### src/hdl/htc_pkg.sv
// ----------------------------------------------------------------------------
// htc_pkg
// shared types, codes and constants of the heater thermostat controller
// ----------------------------------------------------------------------------
package htc_pkg;

    // beat commands
    localparam logic [1:0] CMD_TICK = 2'd0;
    localparam logic [1:0] CMD_ON   = 2'd1;
    localparam logic [1:0] CMD_OFF  = 2'd2;

    // reported mode
    localparam logic [1:0] MODE_OFF  = 2'd0;
    localparam logic [1:0] MODE_ON   = 2'd1;
    localparam logic [1:0] MODE_COOL = 2'd2;

    // register indexes (byte address is 4 times the index)
    localparam logic [1:0] REG_SETPOINT   = 2'd0;
    localparam logic [1:0] REG_HYSTERESIS = 2'd1;
    localparam logic [1:0] REG_TURBO      = 2'd2;

    localparam int ADDR_W = 4;

    // reset values of the registers
    localparam logic [11:0] SETPOINT_RST   = 12'd0;
    localparam logic [7:0]  HYSTERESIS_RST = 8'd2;

    // fan duties and cooldown count
    localparam logic [7:0] FAN_OFF    = 8'd0;
    localparam logic [7:0] FAN_SILENT = 8'd100;
    localparam logic [7:0] FAN_TURBO  = 8'd255;
    localparam int COOLDOWN_COUNT = 5;   // loaded by the external timer on load_timer

    // field widths
    localparam int ADC_W    = 10;
    localparam int REMAIN_W = 16;
    localparam int TENTHS_W = 12;

    // floor(x*1024/450) == (x * SCALE_MUL) >> SCALE_SHIFT, exact for every 10-bit x
    localparam int SCALE_SHIFT = 20;
    localparam logic [21:0] SCALE_MUL = 22'd2386093;
    localparam int PROD_W = ADC_W + 22;

    // averaging ring, depth a power of two so the mean is a shift
    localparam int AVG_SHIFT = 3;
    localparam int AVG_DEPTH = 1 << AVG_SHIFT;
    localparam int IDX_W = (AVG_SHIFT > 0) ? AVG_SHIFT : 1;
    localparam int SUM_W = TENTHS_W + AVG_SHIFT;

    typedef struct packed {
        logic [1:0]          cmd;
        logic [TENTHS_W-1:0] scaled;
        logic [REMAIN_W-1:0] remaining;
    } t_item;

    typedef struct packed {
        logic [11:0] setpoint;
        logic [7:0]  hysteresis;
        logic        turbo;
    } t_cfg;

    typedef struct packed {
        logic [TENTHS_W-1:0] avg_tenths;
        logic                load_timer;
        logic [1:0]          mode_status;
        logic                heating;
        logic [7:0]          fan_duty;
        logic                heat_relays;
    } t_result;

endpackage

### src/hdl/htc_core.sv
// ----------------------------------------------------------------------------
// htc_core
// thermostat state, averaging ring and heat / fan decision for one beat
// ----------------------------------------------------------------------------
module htc_core (
    input  logic             i_clk,
    input  logic             i_rst_n,
    input  logic             i_step,    // beat leaves the input register
    input  htc_pkg::t_item   i_item,
    input  htc_pkg::t_cfg    i_cfg,
    output htc_pkg::t_result o_res      // result of i_item, valid with i_step
);

    logic [htc_pkg::TENTHS_W-1:0] r_ring [htc_pkg::AVG_DEPTH];
    logic [htc_pkg::IDX_W-1:0]    r_idx;
    logic [htc_pkg::SUM_W-1:0]    r_sum;
    logic                         r_on;
    logic                         r_attached;
    logic                         r_cool;
    logic                         r_heat;
    logic [7:0]                   r_fan;

    logic [htc_pkg::IDX_W-1:0]    n_idx;
    logic [htc_pkg::SUM_W-1:0]    n_sum;
    logic                         n_on;
    logic                         n_attached;
    logic                         n_cool;
    logic                         n_heat;
    logic [7:0]                   n_fan;
    logic                         n_load;

    logic                         w_tick;
    logic [htc_pkg::SUM_W-1:0]    w_tick_sum;
    logic [htc_pkg::TENTHS_W-1:0] w_avg;
    logic                         w_expired;
    logic                         w_above;
    logic                         w_below;
    logic signed [13:0]           w_lowmark;

    assign w_tick     = (i_item.cmd == htc_pkg::CMD_TICK);
    assign w_tick_sum = r_sum - htc_pkg::SUM_W'(r_ring[r_idx])
                      + htc_pkg::SUM_W'(i_item.scaled);
    assign w_expired  = (i_item.remaining == '0);

    // mean of the ring after this beat
    assign n_sum = w_tick ? w_tick_sum : r_sum;
    assign w_avg = htc_pkg::TENTHS_W'(n_sum >> htc_pkg::AVG_SHIFT);

    // setpoint minus hysteresis may go below zero
    assign w_lowmark = $signed({2'b00, i_cfg.setpoint}) - $signed({6'b0, i_cfg.hysteresis});
    assign w_above   = (w_avg > i_cfg.setpoint);
    assign w_below   = ($signed({2'b00, w_avg}) <= w_lowmark);

    always_comb begin
        n_idx      = r_idx;
        n_on       = r_on;
        n_attached = r_attached;
        n_cool     = r_cool;
        n_heat     = r_heat;
        n_fan      = r_fan;
        n_load     = 1'b0;
        case (i_item.cmd)
            htc_pkg::CMD_TICK: begin
                n_idx = r_idx + 1'b1;
                if (r_attached) begin
                    if (r_cool && w_expired) begin
                        n_fan  = htc_pkg::FAN_OFF;
                        n_cool = 1'b0;
                    end else if (r_on && w_expired) begin
                        n_heat = 1'b0;
                        n_on   = 1'b0;
                        n_cool = 1'b1;
                        n_load = 1'b1;
                    end else if (r_on) begin
                        if (w_above) begin
                            n_heat = 1'b0;
                            n_fan  = htc_pkg::FAN_SILENT;
                        end else if (w_below) begin
                            n_heat = 1'b1;
                            n_fan  = i_cfg.turbo ? htc_pkg::FAN_TURBO : htc_pkg::FAN_SILENT;
                        end
                    end
                end
            end
            htc_pkg::CMD_ON: begin
                n_on       = 1'b1;
                n_attached = 1'b1;
                n_cool     = 1'b0;
            end
            htc_pkg::CMD_OFF: begin
                n_heat = 1'b0;
                n_on   = 1'b0;
                n_cool = 1'b1;
                n_load = 1'b1;
            end
            default: begin
                // unused code: state holds
            end
        endcase
    end

    always_ff @(posedge i_clk) begin
        if (!i_rst_n) begin
            for (int i = 0; i < htc_pkg::AVG_DEPTH; i++) begin
                r_ring[i] <= '0;
            end
            r_idx      <= '0;
            r_sum      <= '0;
            r_on       <= 1'b0;
            r_attached <= 1'b0;
            r_cool     <= 1'b0;
            r_heat     <= 1'b0;
            r_fan      <= htc_pkg::FAN_OFF;
        end else if (i_step) begin
            if (w_tick) begin
                r_ring[r_idx] <= i_item.scaled;
            end
            r_idx      <= n_idx;
            r_sum      <= n_sum;
            r_on       <= n_on;
            r_attached <= n_attached;
            r_cool     <= n_cool;
            r_heat     <= n_heat;
            r_fan      <= n_fan;
        end
    end

    always_comb begin
        o_res.heat_relays = n_heat;
        o_res.fan_duty    = n_fan;
        o_res.heating     = n_heat;
        o_res.mode_status = n_on ? htc_pkg::MODE_ON :
                            (n_cool ? htc_pkg::MODE_COOL : htc_pkg::MODE_OFF);
        o_res.load_timer  = n_load;
        o_res.avg_tenths  = w_avg;
    end

endmodule

### src/hdl/heater_thermostat_controller.sv
// ----------------------------------------------------------------------------
// heater_thermostat_controller
// bang-bang heater thermostat with hysteresis, run timer and fan cooldown
// ----------------------------------------------------------------------------
//  channel   dir   handshake                     payload
//  s stream  in    i_s_tvalid / o_s_tready       tdata: adc_sample, timer_remaining
//                                                tuser: cmd
//  m stream  out   o_m_tvalid / i_m_tready       tdata: heat_relays .. avg_tenths
//  apb       in    psel, penable, pwrite, pready paddr, pwdata, prdata
//
//  one result beat per input beat, one beat per cycle sustained while the
//  receiver takes every beat: scaling multiply into the input register,
//  decision into the output register
//  synchronous active-low reset clears thermostat state, the sample ring and
//  both valid flags; registers return to setpoint 0, hysteresis 2, turbo off
//  a stalled output holds its beat while the input register still takes one
//  more beat; the input side stalls only when both stages are full
// ----------------------------------------------------------------------------
module heater_thermostat_controller (
    input  logic                        i_clk,
    input  logic                        i_rst_n,
    // input stream
    input  logic                        i_s_tvalid,
    output logic                        o_s_tready,
    input  logic [31:0]                 i_s_tdata,   // [9:0] adc_sample, [25:10] timer_remaining
    input  logic [1:0]                  i_s_tuser,   // [1:0] cmd
    // output stream
    output logic                        o_m_tvalid,
    input  logic                        i_m_tready,
    output logic [31:0]                 o_m_tdata,   // [0] heat_relays, [8:1] fan_duty,
                                                     // [9] heating, [11:10] mode_status,
                                                     // [12] load_timer, [24:13] avg_tenths
    // configuration
    input  logic                        psel,
    input  logic                        penable,
    input  logic                        pwrite,
    input  logic [htc_pkg::ADDR_W-1:0]  paddr,
    input  logic [31:0]                 pwdata,
    output logic [31:0]                 prdata,
    output logic                        pready
);

    // configuration registers
    htc_pkg::t_cfg                r_cfg;
    logic                         w_cfg_wr;
    logic [1:0]                   w_reg_idx;

    // input register
    logic                         r_in_valid;
    htc_pkg::t_item               r_in;
    logic [htc_pkg::PROD_W-1:0]   w_prod;

    // output register
    logic                         r_out_valid;
    htc_pkg::t_result             r_res;
    htc_pkg::t_result             w_res;

    logic                         w_step;
    logic                         w_in_take;

    // ---------------- configuration port ----------------
    assign pready    = 1'b1;
    assign w_reg_idx = paddr[3:2];
    assign w_cfg_wr  = psel && penable && pwrite && pready;

    always_ff @(posedge i_clk) begin
        if (!i_rst_n) begin
            r_cfg.setpoint   <= htc_pkg::SETPOINT_RST;
            r_cfg.hysteresis <= htc_pkg::HYSTERESIS_RST;
            r_cfg.turbo      <= 1'b0;
        end else if (w_cfg_wr) begin
            case (w_reg_idx)
                htc_pkg::REG_SETPOINT:   r_cfg.setpoint   <= pwdata[11:0];
                htc_pkg::REG_HYSTERESIS: r_cfg.hysteresis <= pwdata[7:0];
                htc_pkg::REG_TURBO:      r_cfg.turbo      <= pwdata[0];
                default: begin
                    // no register there
                end
            endcase
        end
    end

    always_comb begin
        case (w_reg_idx)
            htc_pkg::REG_SETPOINT:   prdata = {20'd0, r_cfg.setpoint};
            htc_pkg::REG_HYSTERESIS: prdata = {24'd0, r_cfg.hysteresis};
            htc_pkg::REG_TURBO:      prdata = {31'd0, r_cfg.turbo};
            default:                 prdata = '0;
        endcase
    end

    // ---------------- pipeline control ----------------
    // the input register moves on when the output register is free or draining
    assign w_step     = r_in_valid && (!r_out_valid || i_m_tready);
    assign o_s_tready = !r_in_valid || w_step;
    assign w_in_take  = i_s_tvalid && o_s_tready;

    // ---------------- stage 1: capture and scale ----------------
    // raw converter reading to tenths of a degree by reciprocal multiply
    assign w_prod = htc_pkg::PROD_W'(i_s_tdata[htc_pkg::ADC_W-1:0]) *
                    htc_pkg::PROD_W'(htc_pkg::SCALE_MUL);

    always_ff @(posedge i_clk) begin
        if (!i_rst_n) begin
            r_in_valid <= 1'b0;
        end else if (o_s_tready) begin
            r_in_valid <= i_s_tvalid;
        end
    end

    always_ff @(posedge i_clk) begin
        if (w_in_take) begin
            r_in.cmd       <= i_s_tuser;
            r_in.scaled    <= w_prod[htc_pkg::SCALE_SHIFT +: htc_pkg::TENTHS_W];
            r_in.remaining <= i_s_tdata[htc_pkg::ADC_W +: htc_pkg::REMAIN_W];
        end
    end

    // ---------------- stage 2: thermostat decision ----------------
    htc_core u_core (
        .i_clk   (i_clk),
        .i_rst_n (i_rst_n),
        .i_step  (w_step),
        .i_item  (r_in),
        .i_cfg   (r_cfg),
        .o_res   (w_res)
    );

    always_ff @(posedge i_clk) begin
        if (!i_rst_n) begin
            r_out_valid <= 1'b0;
        end else if (w_step) begin
            r_out_valid <= 1'b1;
        end else if (i_m_tready) begin
            r_out_valid <= 1'b0;
        end
    end

    always_ff @(posedge i_clk) begin
        if (w_step) begin
            r_res <= w_res;
        end
    end

    // ---------------- output beat ----------------
    assign o_m_tvalid = r_out_valid;
    assign o_m_tdata  = {7'd0,
                         r_res.avg_tenths,
                         r_res.load_timer,
                         r_res.mode_status,
                         r_res.heating,
                         r_res.fan_duty,
                         r_res.heat_relays};

    // ---------------- checks ----------------
    // a cooldown load request always comes with the cooldown mode
    a_load_in_cool: assert property (@(posedge i_clk) disable iff (!i_rst_n)
        (o_m_tvalid && r_res.load_timer) |-> (r_res.mode_status == htc_pkg::MODE_COOL))
        else $error("load_timer raised outside cooldown");

    // the relays never drive while the heater is switched off
    a_no_heat_off: assert property (@(posedge i_clk) disable iff (!i_rst_n)
        (o_m_tvalid && (r_res.mode_status != htc_pkg::MODE_ON)) |-> !r_res.heat_relays)
        else $error("relays on while not switched on");

    // fan duty is only ever one of the three levels
    a_fan_levels: assert property (@(posedge i_clk) disable iff (!i_rst_n)
        o_m_tvalid |-> ((r_res.fan_duty == htc_pkg::FAN_OFF) ||
                        (r_res.fan_duty == htc_pkg::FAN_SILENT) ||
                        (r_res.fan_duty == htc_pkg::FAN_TURBO)))
        else $error("fan duty out of set");

    // a beat enters the output register only from a full input register
    a_out_from_in: assert property (@(posedge i_clk) disable iff (!i_rst_n)
        (!$past(r_in_valid) && $past(i_rst_n)) |-> !(r_out_valid && !$past(r_out_valid)))
        else $error("result beat without a source beat");

endmodule

### config.mk
export PLATFORM = sky130hd
export DESIGN_NAME = heater_thermostat_controller
export DESIGN_NICKNAME = d
export VERILOG_FILES = /design/src/hdl/htc_pkg.sv /design/src/hdl/htc_core.sv /design/src/hdl/heater_thermostat_controller.sv
export SDC_FILE = /design/constraint.sdc
export NUM_CORES = 1
export LEC_CHECK = 0
export BUFFER_PORTS_ARGS = -buffer_cell sky130_fd_sc_hd__buf_2
export CAP_MARGIN = 5
export CORE_MARGIN = 3
export CORE_UTILIZATION = 48
export CTS_CLUSTER_DIAMETER = 50
export DETAILED_ROUTE_END_ITERATION = 8
export GPL_ROUTABILITY_DRIVEN = 0
export PLACE_DENSITY = 0.77
export SYNTH_ARGS = -nofsm -noshare
export SYNTH_HDL_FRONTEND = slang
export SYNTH_HIERARCHICAL = 1
export SYNTH_SLANG_ARGS = --single-unit
### constraint.sdc
create_clock -name i_clk -period 8.5 [get_ports i_clk]
set_input_delay 2.55 -clock i_clk [delete_from_list [all_inputs] [get_ports i_clk]]
set_output_delay 2.55 -clock i_clk [all_outputs]
set_load 0.005 [all_outputs]
==> results.cfg, run 1 <==
[timing]
slew_violations = 0
min_period_over_period_pct = 80.2
fmax_mhz = 147
finalCriticalPeriod_ps = 6820
fin_skew_ps = 31.3
worst_slew_pin_slew_ps = 1050
setup_viol = 0
finalSetupTns_ps = 0
rsz0062_at_grt = false
slew_headroom_pct = 29.5
hold_viol_final = 0

[clock_network]
cts_buffers = 28
htreeDepth = 1
cts_post_setup_buffers_inserted = 0
cts_sinks = 207
cts.clk_slew.worst_paths_ps = 60
cts_max_path_buffers = 3
cts_tree = yes
post_cts_resized = 0
clock_latency_ps = 570
cts_hold_buf = 0
root_buffer = clkbuf_16

[routing]
drt_iter0_drc = 802
wl_um = 33100
vias = 10375
drc = 0
routedWlPerCell_um = 18.2
drt_pre_antenna_iters = 5
vias_per_cell = 5.71
detail-route-antenna-nets = 0

[layout]
syn2layout_area_growth_pct = 11.8
finalNetCount = 1686
drive_gt1_share_pct = 14.8
antennaDiodeCount = 0
fillCellCount = 2482

[global_routing]
antenna_found_initial = 1
grt_pass1_wl_um = 51900
grt_pass1_vias = 10272
grt_overflow = 0
grt.total_usage_pct = 20.6
grt_max_degree = 65

[yosys]
synth_area_leaders = edfxtp_1, ha_1, dfxtp_1
ys.flop_type = edfxtp_1
synth-edff-count = 151
synth_xor_area_share_pct = 1.36
synth.distinct_cells = 75
synth-simple-area-share_pct = 12.9
syn_inst = 1331
ys_async_sr_fraction_pct = 0
mappedNetlistArea_um2 = 14100
synth_seq_cells = 207
synth_most_common_cell = inv_1
yosys-top-cells-count = inv_1, edfxtp_1, ha_1
synth-compound-area-share_pct = 11.0
synth_top_family_by_area = adder cells
synth.area.mux_share_pct = 6.13
yosys.area.top_type = edfxtp_1
yosysSeqAreaShare_pct = 40.1
synth_top_area_share_pct = 32.1
syn_area_per_cell_um2 = 10.6
synth_fa_ha_area_share_pct = 20.4
yosysWarnings = 6

[setup_path]
crit_arrival_ps = 7100
crit_path_end_kind = flop
crit_type = flop to flop
cp_num_buf_inv = 3
crit_top_cell = ha_1
required_ps = 8780
cp.depth = 21
cp_top_family = compound AO/OA/AOI/OAI gates
worstPathMaxFanout = 9
crit_slowest_cell = dfxtp_1
crit_end = o_m_tdata[7]$_DFFE_PP_
cp_slowest_stage_delay_ps = 720
worstSetupStartpointType = flop
r2r_slack_ps = 1680
regToRegEndpoint = o_m_tdata[7]$_DFFE_PP_
reg2regPathDepth = 21
crit_path_cell_trace = buf_4 -> mux4_2 -> mux2_2 -> ha_1 -> inv_1 -> ha_1 -> inv_1 -> fa_1 -> nor2b_1 -> o31a_1 -> o211ai_1 -> a21oi_1 -> nor4_1 -> o31ai_1 -> ha_1 -> and3_1 -> a221o_1 -> a221o_1 -> o22ai_4 -> a21boi_2 -> o22ai_1

[floorplanning]
die_area_um2 = 31500
io_pins = 144
core_area_um2 = 28900
fp.dieW_um = 177
die_y_um = 177
fp-row-count = 62
initial_core_util_pct = 48.9

[power_and_ir_drop]
total_power_mw = 3.85
p_leak_nw = 6.53
power_density_nw_per_um2 = 244
ir_worst_vdd_mv = 0.211

[run_status]
status = completed

[place]
dp_hpwl_um = 23700
io_buffers = 87

[min_path]
timing.hold.worst.class = flop to flop

[flow_run]
drv_cap = 0
[layer usage]
metal | share of wire [%] | vias up | wire length (um) | global-route usage [%]
li1 | - | 4886 | - | -
met1 | 40 | 4968 | 13300 | 26.5
met2 | 50 | 436 | 16500 | 36.0
met3 | 6.9 | 83 | 2270 | 2.48
met4 | 3.1 | 2 | 1030 | 6.81
met5 | 0.039 | - | 13 | 0
[stage by stage]
stage,setup WS (ps),instances,instance area (um2),utilization [%],hold WS (ps)
after global placement,1460,1765,14900,51.5,450
after CTS,1650,1817,15800,54.7,468
final,1680,1817,15800,54.7,468
after global routing,1250,1817,15800,54.7,489
after detailed placement,1390,1765,14900,51.5,460
after floorplan,1990,1357,14200,-,441
[cell type report]
class / instances / area [um2] / share of cell area, %
clock buffers: 35 / 737 / 4.67
clock inverters: 17 / 171 / 1.09
inverters: 184 / 691 / 4.38
multi-input cells: 879 / 7440 / 47.1
flip-flops and latches: 207 / 5660 / 35.8
well taps: 384 / 480 / 3.04
repair buffers: 111 / 616 / 3.90
[kinds of logic (layout without fill, tap and decap cells)]
logic type / Yosys count / after routing
buffers and inverters: 271 / 347
and+or+nand+nor: 357 / 357
AOI/OAI and AO/OA: 219 / 219
xor gates and xnor gates: 22 / 22
adders and majority gates: 198 / 198
muxes: 55 / 55
DFF: 207 / 207
other: 2 / 28
[power by group]
part / switching [mW] / internal [mW] / total, mW / leakage, nW
Combinational: 0.930 / 0.592 / 1.52 / 4.11
Sequential: 0.0342 / 1.17 / 1.20 / 1.98
Clock: 0.463 / 0.659 / 1.12 / 0.441
Total: 1.43 / 2.42 / 3.85 / 6.53
[registers in the layout (all words and copies together) (netlist names), named ones only]
name,flops
r_in,30
u_core/r_cool,1
u_core/r_idx,3
o_m_tvalid,1
r_cfg,21
u_core/r_attached,1
u_core/r_fan,8
r_in_valid,1
u_core/r_on,1
u_core/r_ring,96
u_core/r_sum,15
u_core/r_heat,1
o_m_tdata,25
[worst min path at each step]
stage | start | to | slack, ps | depth (start not counted)
4_1_cts | u_core/r_sum[5]$_SDFFE_PN0P_ | u_core/r_sum[5]$_SDFFE_PN0P_ | 470 | 2
2_1_floorplan | u_core/r_sum[2]$_SDFFE_PN0P_ | u_core/r_sum[2]$_SDFFE_PN0P_ | 440 | 2
5_1_grt | u_core/r_sum[5]$_SDFFE_PN0P_ | u_core/r_sum[5]$_SDFFE_PN0P_ | 490 | 2
6_report | u_core/r_sum[5]$_SDFFE_PN0P_ | u_core/r_sum[5]$_SDFFE_PN0P_ | 470 | 2
3_3_place_gp | u_core/r_sum[2]$_SDFFE_PN0P_ | u_core/r_sum[2]$_SDFFE_PN0P_ | 450 | 2
3_5_place_dp | u_core/r_sum[5]$_SDFFE_PN0P_ | u_core/r_sum[5]$_SDFFE_PN0P_ | 460 | 2
[cell usage in the layout, fill, tap and decap left out, types with 9 or more instances in the layout]
| master | n |
|---|---|
| nor2_1 | 43 |
| clkinv_1 | 14 |
| ha_1 | 144 |
| nor4_1 | 33 |
| o22ai_1 | 9 |
| a21o_1 | 13 |
| xnor2_1 | 19 |
| clkbuf_16 | 28 |
| dfxtp_1 | 56 |
| nor3_1 | 86 |
| a221oi_1 | 10 |
| mux2i_1 | 19 |
| edfxtp_1 | 151 |
| inv_1 | 173 |
| nand4_1 | 9 |
| buf_2 | 87 |
| nand3_1 | 23 |
| buf_4 | 24 |
| and2_1 | 17 |
| a211oi_1 | 13 |
| a21oi_1 | 40 |
| nand2_1 | 86 |
| a21boi_0 | 25 |
| nor2b_1 | 19 |
| o21ai_0 | 34 |
| conb_1 | 28 |
| fa_1 | 54 |
| mux2_2 | 12 |
| mux4_2 | 24 |
[tightest hold or removal path, stage by stage, from the launching register on]
cell and delay (ps):
dfxtp_1 310, nand2_1 50, a21boi_0 60
(Power assumes the default switching activity.)
==> inputs of run 2 (changes only) <==
PLACE_DENSITY = 0.8   (was 0.77)
clock period = 6.1 ns   (was 8.5 ns; I/O delays follow)
==> run 2 against run 1 <==
Effect of this change: first-iteration DRC count grew 14%; clock skew shrank 12 ps; flip-flop and latch count is the same; sequential share of layout area shrank 0.78 points; cell area grew 2.2%; global-route usage shrank 0.47 points; clock power grew 29%; via count grew 1.6%; critical path type unchanged; largest power group unchanged.
==> results.cfg, run 2 (synthesis gave the netlist of run 1 again) <==
[run_status]
status = completed

[global_routing]
grt_max_degree = 59
grt.total_usage_pct = 20.1
grt_pass1_vias = 10250
grt_overflow = 0
antenna_found_initial = 0
grt_pass1_wl_um = 51700

[routing]
drc = 0
drt_iter0_drc = 916
drt_pre_antenna_iters = 5
vias = 10539
vias_per_cell = 5.67
wl_um = 32400
routedWlPerCell_um = 17.4
detail-route-antenna-nets = 0

[layout]
antennaDiodeCount = 0
drive_gt1_share_pct = 18.0
finalNetCount = 1733
top_register = u_core/r_ring
utilization_pct = 55.9
syn2layout_area_growth_pct = 14.3
largest_reg_flops = 96
fillCellCount = 2385
fin_area_um2 = 16100
final_cell_mix = inv_1, edfxtp_1, ha_1, buf_2
final_common_cell = inv_1

[timing]
slew_headroom_pct = 29.3
worst_slew_pin_slew_ps = 1060
min_period_over_period_pct = 98.0
fmax_mhz = 167
fin_skew_ps = 19.1
setup_viol = 0
slew_violations = 0
rsz0062_at_grt = true
finalSetupTns_ps = 0
hold_viol_final = 0
finalCriticalPeriod_ps = 5980

[setup_path]
worstPathMaxFanout = 19
crit_arrival_ps = 6300
crit_path_end_kind = flop
worstSetupStartpointType = flop
crit_type = flop to flop
required_ps = 6430

[clock_network]
cts_max_path_buffers = 3
cts.clk_slew.worst_paths_ps = 60
htreeDepth = 1
clock_latency_ps = 520
cts_buffers = 24
cts_sinks = 207
cts_tree = yes
root_buffer = clkbuf_16

[power_and_ir_drop]
seq_power_share_pct = 31.1
clockPowerShare_pct = 27.0
p_comb_share_pct = 41.9
switchingPower_mw = 1.97
internal-power_mw = 3.40
power_density_nw_per_um2 = 333
total_power_mw = 5.37
ir_worst_vdd_mv = 0.225
p_leak_nw = 6.75
sw_frac_of_total_pct = 36.7

[place]
place_area_um2 = 15200
io_buffers = 87
dp_hpwl_um = 23800

[floorplanning]
io_pins = 144
initial_core_util_pct = 48.9
die_area_um2 = 31500
die_y_um = 177
fp-row-count = 62
fp.dieW_um = 177
core_area_um2 = 28900

[flow_run]
drv_cap = 0

[min_path]
timing.hold.worst.class = flop to flop
==> run 2: worst paths after layout <==
path	startpoint	cells past startpoint	to	slack (ps)
max	flop	19	o_m_tdata[4]$_DFFE_PP_	120
min reg2reg	u_core/r_sum[5]$_SDFFE_PN0P_	2	u_core/r_sum[5]$_SDFFE_PN0P_	470
min	u_core/r_sum[5]$_SDFFE_PN0P_	2	u_core/r_sum[5]$_SDFFE_PN0P_	470
max reg2reg	flop	19	o_m_tdata[4]$_DFFE_PP_	120
==> run 2: power by group through the flow <==
stage / Clock [mW] / Sequential [mW] / Combinational [mW]
floorplan: 0 / 1.68 / 1.58
global placement: 0 / 1.70 / 2.08
detailed placement: 0 / 1.70 / 2.17
CTS: 1.48 / 1.67 / 2.20
global route: 1.54 / 1.68 / 2.52
finish: 1.45 / 1.67 / 2.25
==> run 2: timing repair <==
action                     CTS  global route
hold buffers                 0             0
cloned                       0             1
gates resized for setup      1             7
setup endpoints to repair    4            18
buffers inserted             0             7
pin swaps                    0             2
==> run 2: area by class of cell <==
cell class | count | area (um2) | area share [%]
multi-input cells | 880 | 7480 | 46.4
flip-flops and latches | 207 | 5660 | 35.0
repair buffers | 161 | 1000 | 6.20
inverters | 184 | 691 | 4.28
clock buffers | 28 | 636 | 3.94
well taps | 384 | 480 | 2.98
clock inverters | 16 | 189 | 1.17
==> run 2: through the flow <==
step                setup WS (ps)  hold slack [ps]  std cells
floorplan                     105              441       1357
global placement            -83.2              450       1807
detailed placement           -193              458       1807
CTS                          72.2              467       1851
global route                -68.2              493       1860
finish                        125              467       1860
==> run 2: per-layer routing <==
layer / wire [um] / vias to the layer above / track usage (%)
met1: 13500 / 5140 / 26.5
met2: 16400 / 354 / 35.1
met4: 728 / 0 / 6.02
li1: - / 4984 / -
met5: 0 / - / 0
met3: 1700 / 61 / 1.99
==> run 2: worst max-delay path, stage by stage, from the launching register on <==
cell and delay (ps):
dfxtp_1 350, buf_12 190, mux4_2 540, mux2_2 290
fa_1 490, inv_1 50, ha_1 340, nor2b_1 170
o31a_1 280, o211ai_1 250, a21oi_1 140, o31a_1 320
o31ai_4 270, ha_1 290, and3_1 190, a221o_1 340
a221o_1 400, o22ai_4 300, nand4b_2 240, a221oi_1 330
==> inputs of run 3 (changes only) <==
--- a/config.mk
+++ b/config.mk
@@ -10,3 +10,3 @@
 export CORE_MARGIN = 3
-export CORE_UTILIZATION = 48
+export CORE_UTILIZATION = 55
 export CTS_CLUSTER_DIAMETER = 50
@@ -14,3 +14,3 @@
 export GPL_ROUTABILITY_DRIVEN = 0
-export PLACE_DENSITY = 0.8
+export PLACE_DENSITY = 0.78
 export SYNTH_ARGS = -nofsm -noshare
==> constraint.sdc (replaced) <==
create_clock -name i_clk -period 6.1 [get_ports i_clk]
set_input_delay 0.305 -clock i_clk [delete_from_list [all_inputs] [get_ports i_clk]]
set_output_delay 0.305 -clock i_clk [all_outputs]
set_load 0.005 [all_outputs]
==> run 3 against run 2 <==
Effect of this change: final cell count shrank 4.2%; non-clock buffer count shrank 25; maximum frequency grew 2.2%; via count shrank 1.6%; combinational power shrank 5%; clock power shrank 3%; clock skew grew 14 ps; critical path type unchanged; critical endpoint is now o_m_tdata[2]$_DFFE_PP_.
==> results.cfg, run 3 (synthesis gave the netlist of run 1 again) <==
[run_status]
status = completed

[routing]
vias_per_cell = 5.82
wl_um = 32400
drc = 0
drt_iter0_drc = 850
drt_pre_antenna_iters = 6
detail-route-antenna-nets = 0
vias = 10366
routedWlPerCell_um = 18.2

[layout]
final_common_cell = inv_1
top_register = u_core/r_ring
multi_input_area_um2 = 7450
fillCellCount = 1955
finalNetCount = 1708
syn2layout_area_growth_pct = 12.5
antennaDiodeCount = 0
seq_area_um2 = 5660
drive_gt1_share_pct = 14.9
final_cell_mix = inv_1, edfxtp_1, ha_1, buf_2
largest_reg_flops = 96

[global_routing]
grt_pass1_vias = 10344
grt_pass1_wl_um = 52400
grt.total_usage_pct = 23.0
grt_overflow = 0
grt_max_degree = 65
antenna_found_initial = 0

[floorplanning]
die_y_um = 166
io_pins = 144
die_area_um2 = 27600
fp-row-count = 58
fp.dieW_um = 166
core_area_um2 = 25200
initial_core_util_pct = 56.1

[timing]
worst_slew_pin_slew_ps = 1170
finalSetupTns_ps = 0
layout_setup_ws_ps = 255
hold_viol_final = 0
setup_viol = 0
min_period_over_period_pct = 95.8
finalCriticalPeriod_ps = 5840
slew_headroom_pct = 21.0
fmax_mhz = 171
rsz0062_at_grt = false
fin_skew_ps = 32.8
slew_violations = 0

[setup_path]
crit_path_cell_trace = buf_12 -> mux4_2 -> mux2_2 -> fa_1 -> inv_1 -> ha_1 -> a211oi_1 -> o21ai_0 -> a31oi_1 -> xnor2_1 -> nand2_1 -> o21ai_0 -> ha_1 -> a21oi_1 -> a21boi_1 -> o31a_1 -> o31a_1 -> o31ai_4 -> a221oi_1
cp_num_buf_inv = 2
cp_top_family = compound AO/OA/AOI/OAI gates
cp_slowest_stage_delay_ps = 580
crit_path_end_kind = flop
crit_slowest_cell = fa_1
worstSetupStartpointType = flop
crit_type = flop to flop
required_ps = 6320
crit_arrival_ps = 6060
worstPathMaxFanout = 12

[power_and_ir_drop]
ir_worst_vdd_mv = 0.234
seq_power_share_pct = 32.1
p_leak_nw = 6.59
power_density_nw_per_um2 = 328
internal-power_mw = 3.29
p_comb_share_pct = 41.1
sw_frac_of_total_pct = 36.9
switchingPower_mw = 1.92
clockPowerShare_pct = 26.8

[clock_network]
cts.clk_slew.worst_paths_ps = 60
cts_tree = yes
htreeDepth = 1
clock_latency_ps = 540
cts_buffers = 25
root_buffer = clkbuf_16
cts_sinks = 207
cts_max_path_buffers = 3

[place]
io_buffers = 87
dp_hpwl_um = 23200
pre_cts_ws_ps = 158

[flow_run]
drv_cap = 0

[min_path]
timing.hold.worst.class = input pin to flop
## run 3: cell count changes in the layout (fill, tap and decap cells not counted), moves of 2 or more
cell	change
dlygate4sd3_1	+18
clkbuf_1	+5
bufinv_16	-2
a21oi_2	-2
inv_6	-2
clkinv_8	-2
clkinv_4	-4
clkbuf_16	+2
buf_4	-44
clkinvlp_4	+2
a21oi_1	+2
## run 3: per-stage QoR
stage          area [um2]  hold slack (ps)  cells  utilization [%]  power (mW)
4_1_cts             15800             5.91   1781             62.9        5.21
5_1_grt             15900             16.9   1782             63.1        5.57
3_5_place_dp        14900              457   1717             59.1        3.78
2_1_floorplan       14200              404   1357                -        3.26
3_3_place_gp        14900              452   1717             59.1        3.71
6_report            15900             26.1   1782             63.1        5.21
## run 3: area by class of cell
type                       instances  area share [%]
clock buffer                      36            4.40
tap                              330            2.60
multi-input combinational        879            46.9
timing repair buffer             136            5.61
sequential                       207            35.6
inverter                         184            4.35
clock inverter                    10           0.536
## run 3: final timing paths
check | endpoint | start | cells past startpoint | slack [ps]
max | o_m_tdata[2]$_DFFE_PP_ | flop | 19 | 260
min | r_cfg[19]$_SDFFE_PN0P_ | pwdata[10] | 3 | 30
max reg2reg | o_m_tdata[2]$_DFFE_PP_ | flop | 19 | 260
min reg2reg | u_core/r_sum[4]$_SDFFE_PN0P_ | u_core/r_sum[4]$_SDFFE_PN0P_ | 2 | 470
## run 3: worst register-to-register path, stage by stage, from the launching register on
cell,delay (ps)
dfxtp_2,410
buf_12,190
mux4_2,530
mux2_2,320
fa_1,580
inv_1,60
ha_1,310
a211oi_1,270
o21ai_0,230
a31oi_1,260
xnor2_1,180
nand2_1,80
o21ai_0,290
ha_1,370
a21oi_1,150
a21boi_1,80
o31a_1,310
o31a_1,320
o31ai_4,440
a221oi_1,180
## run 3: metal layers
metal / track usage (%) / part of all wire (%) / wire length, um
met5: 0 / 0 / 0
met4: 6.56 / 2.4 / 791
met3: 2.64 / 5.3 / 1710
met2: 40.0 / 50 / 16400
met1: 30.7 / 42 / 13600
## run 3: what timing repair did
action                     CTS  global route
hold endpoints to repair    18             0
setup endpoints to repair    0             8
hold buffers                18             0
gates resized for setup      0             6
buffers inserted             0             0
## run 3: power groups by stage
stage | clock network, mW | logic [mW] | registers, mW
2_1_floorplan | 0 | 1.58 | 1.68
3_3_place_gp | 0 | 2.02 | 1.70
3_5_place_dp | 0 | 2.08 | 1.70
4_1_cts | 1.42 | 2.12 | 1.67
5_1_grt | 1.48 | 2.41 | 1.68
6_report | 1.40 | 2.14 | 1.67
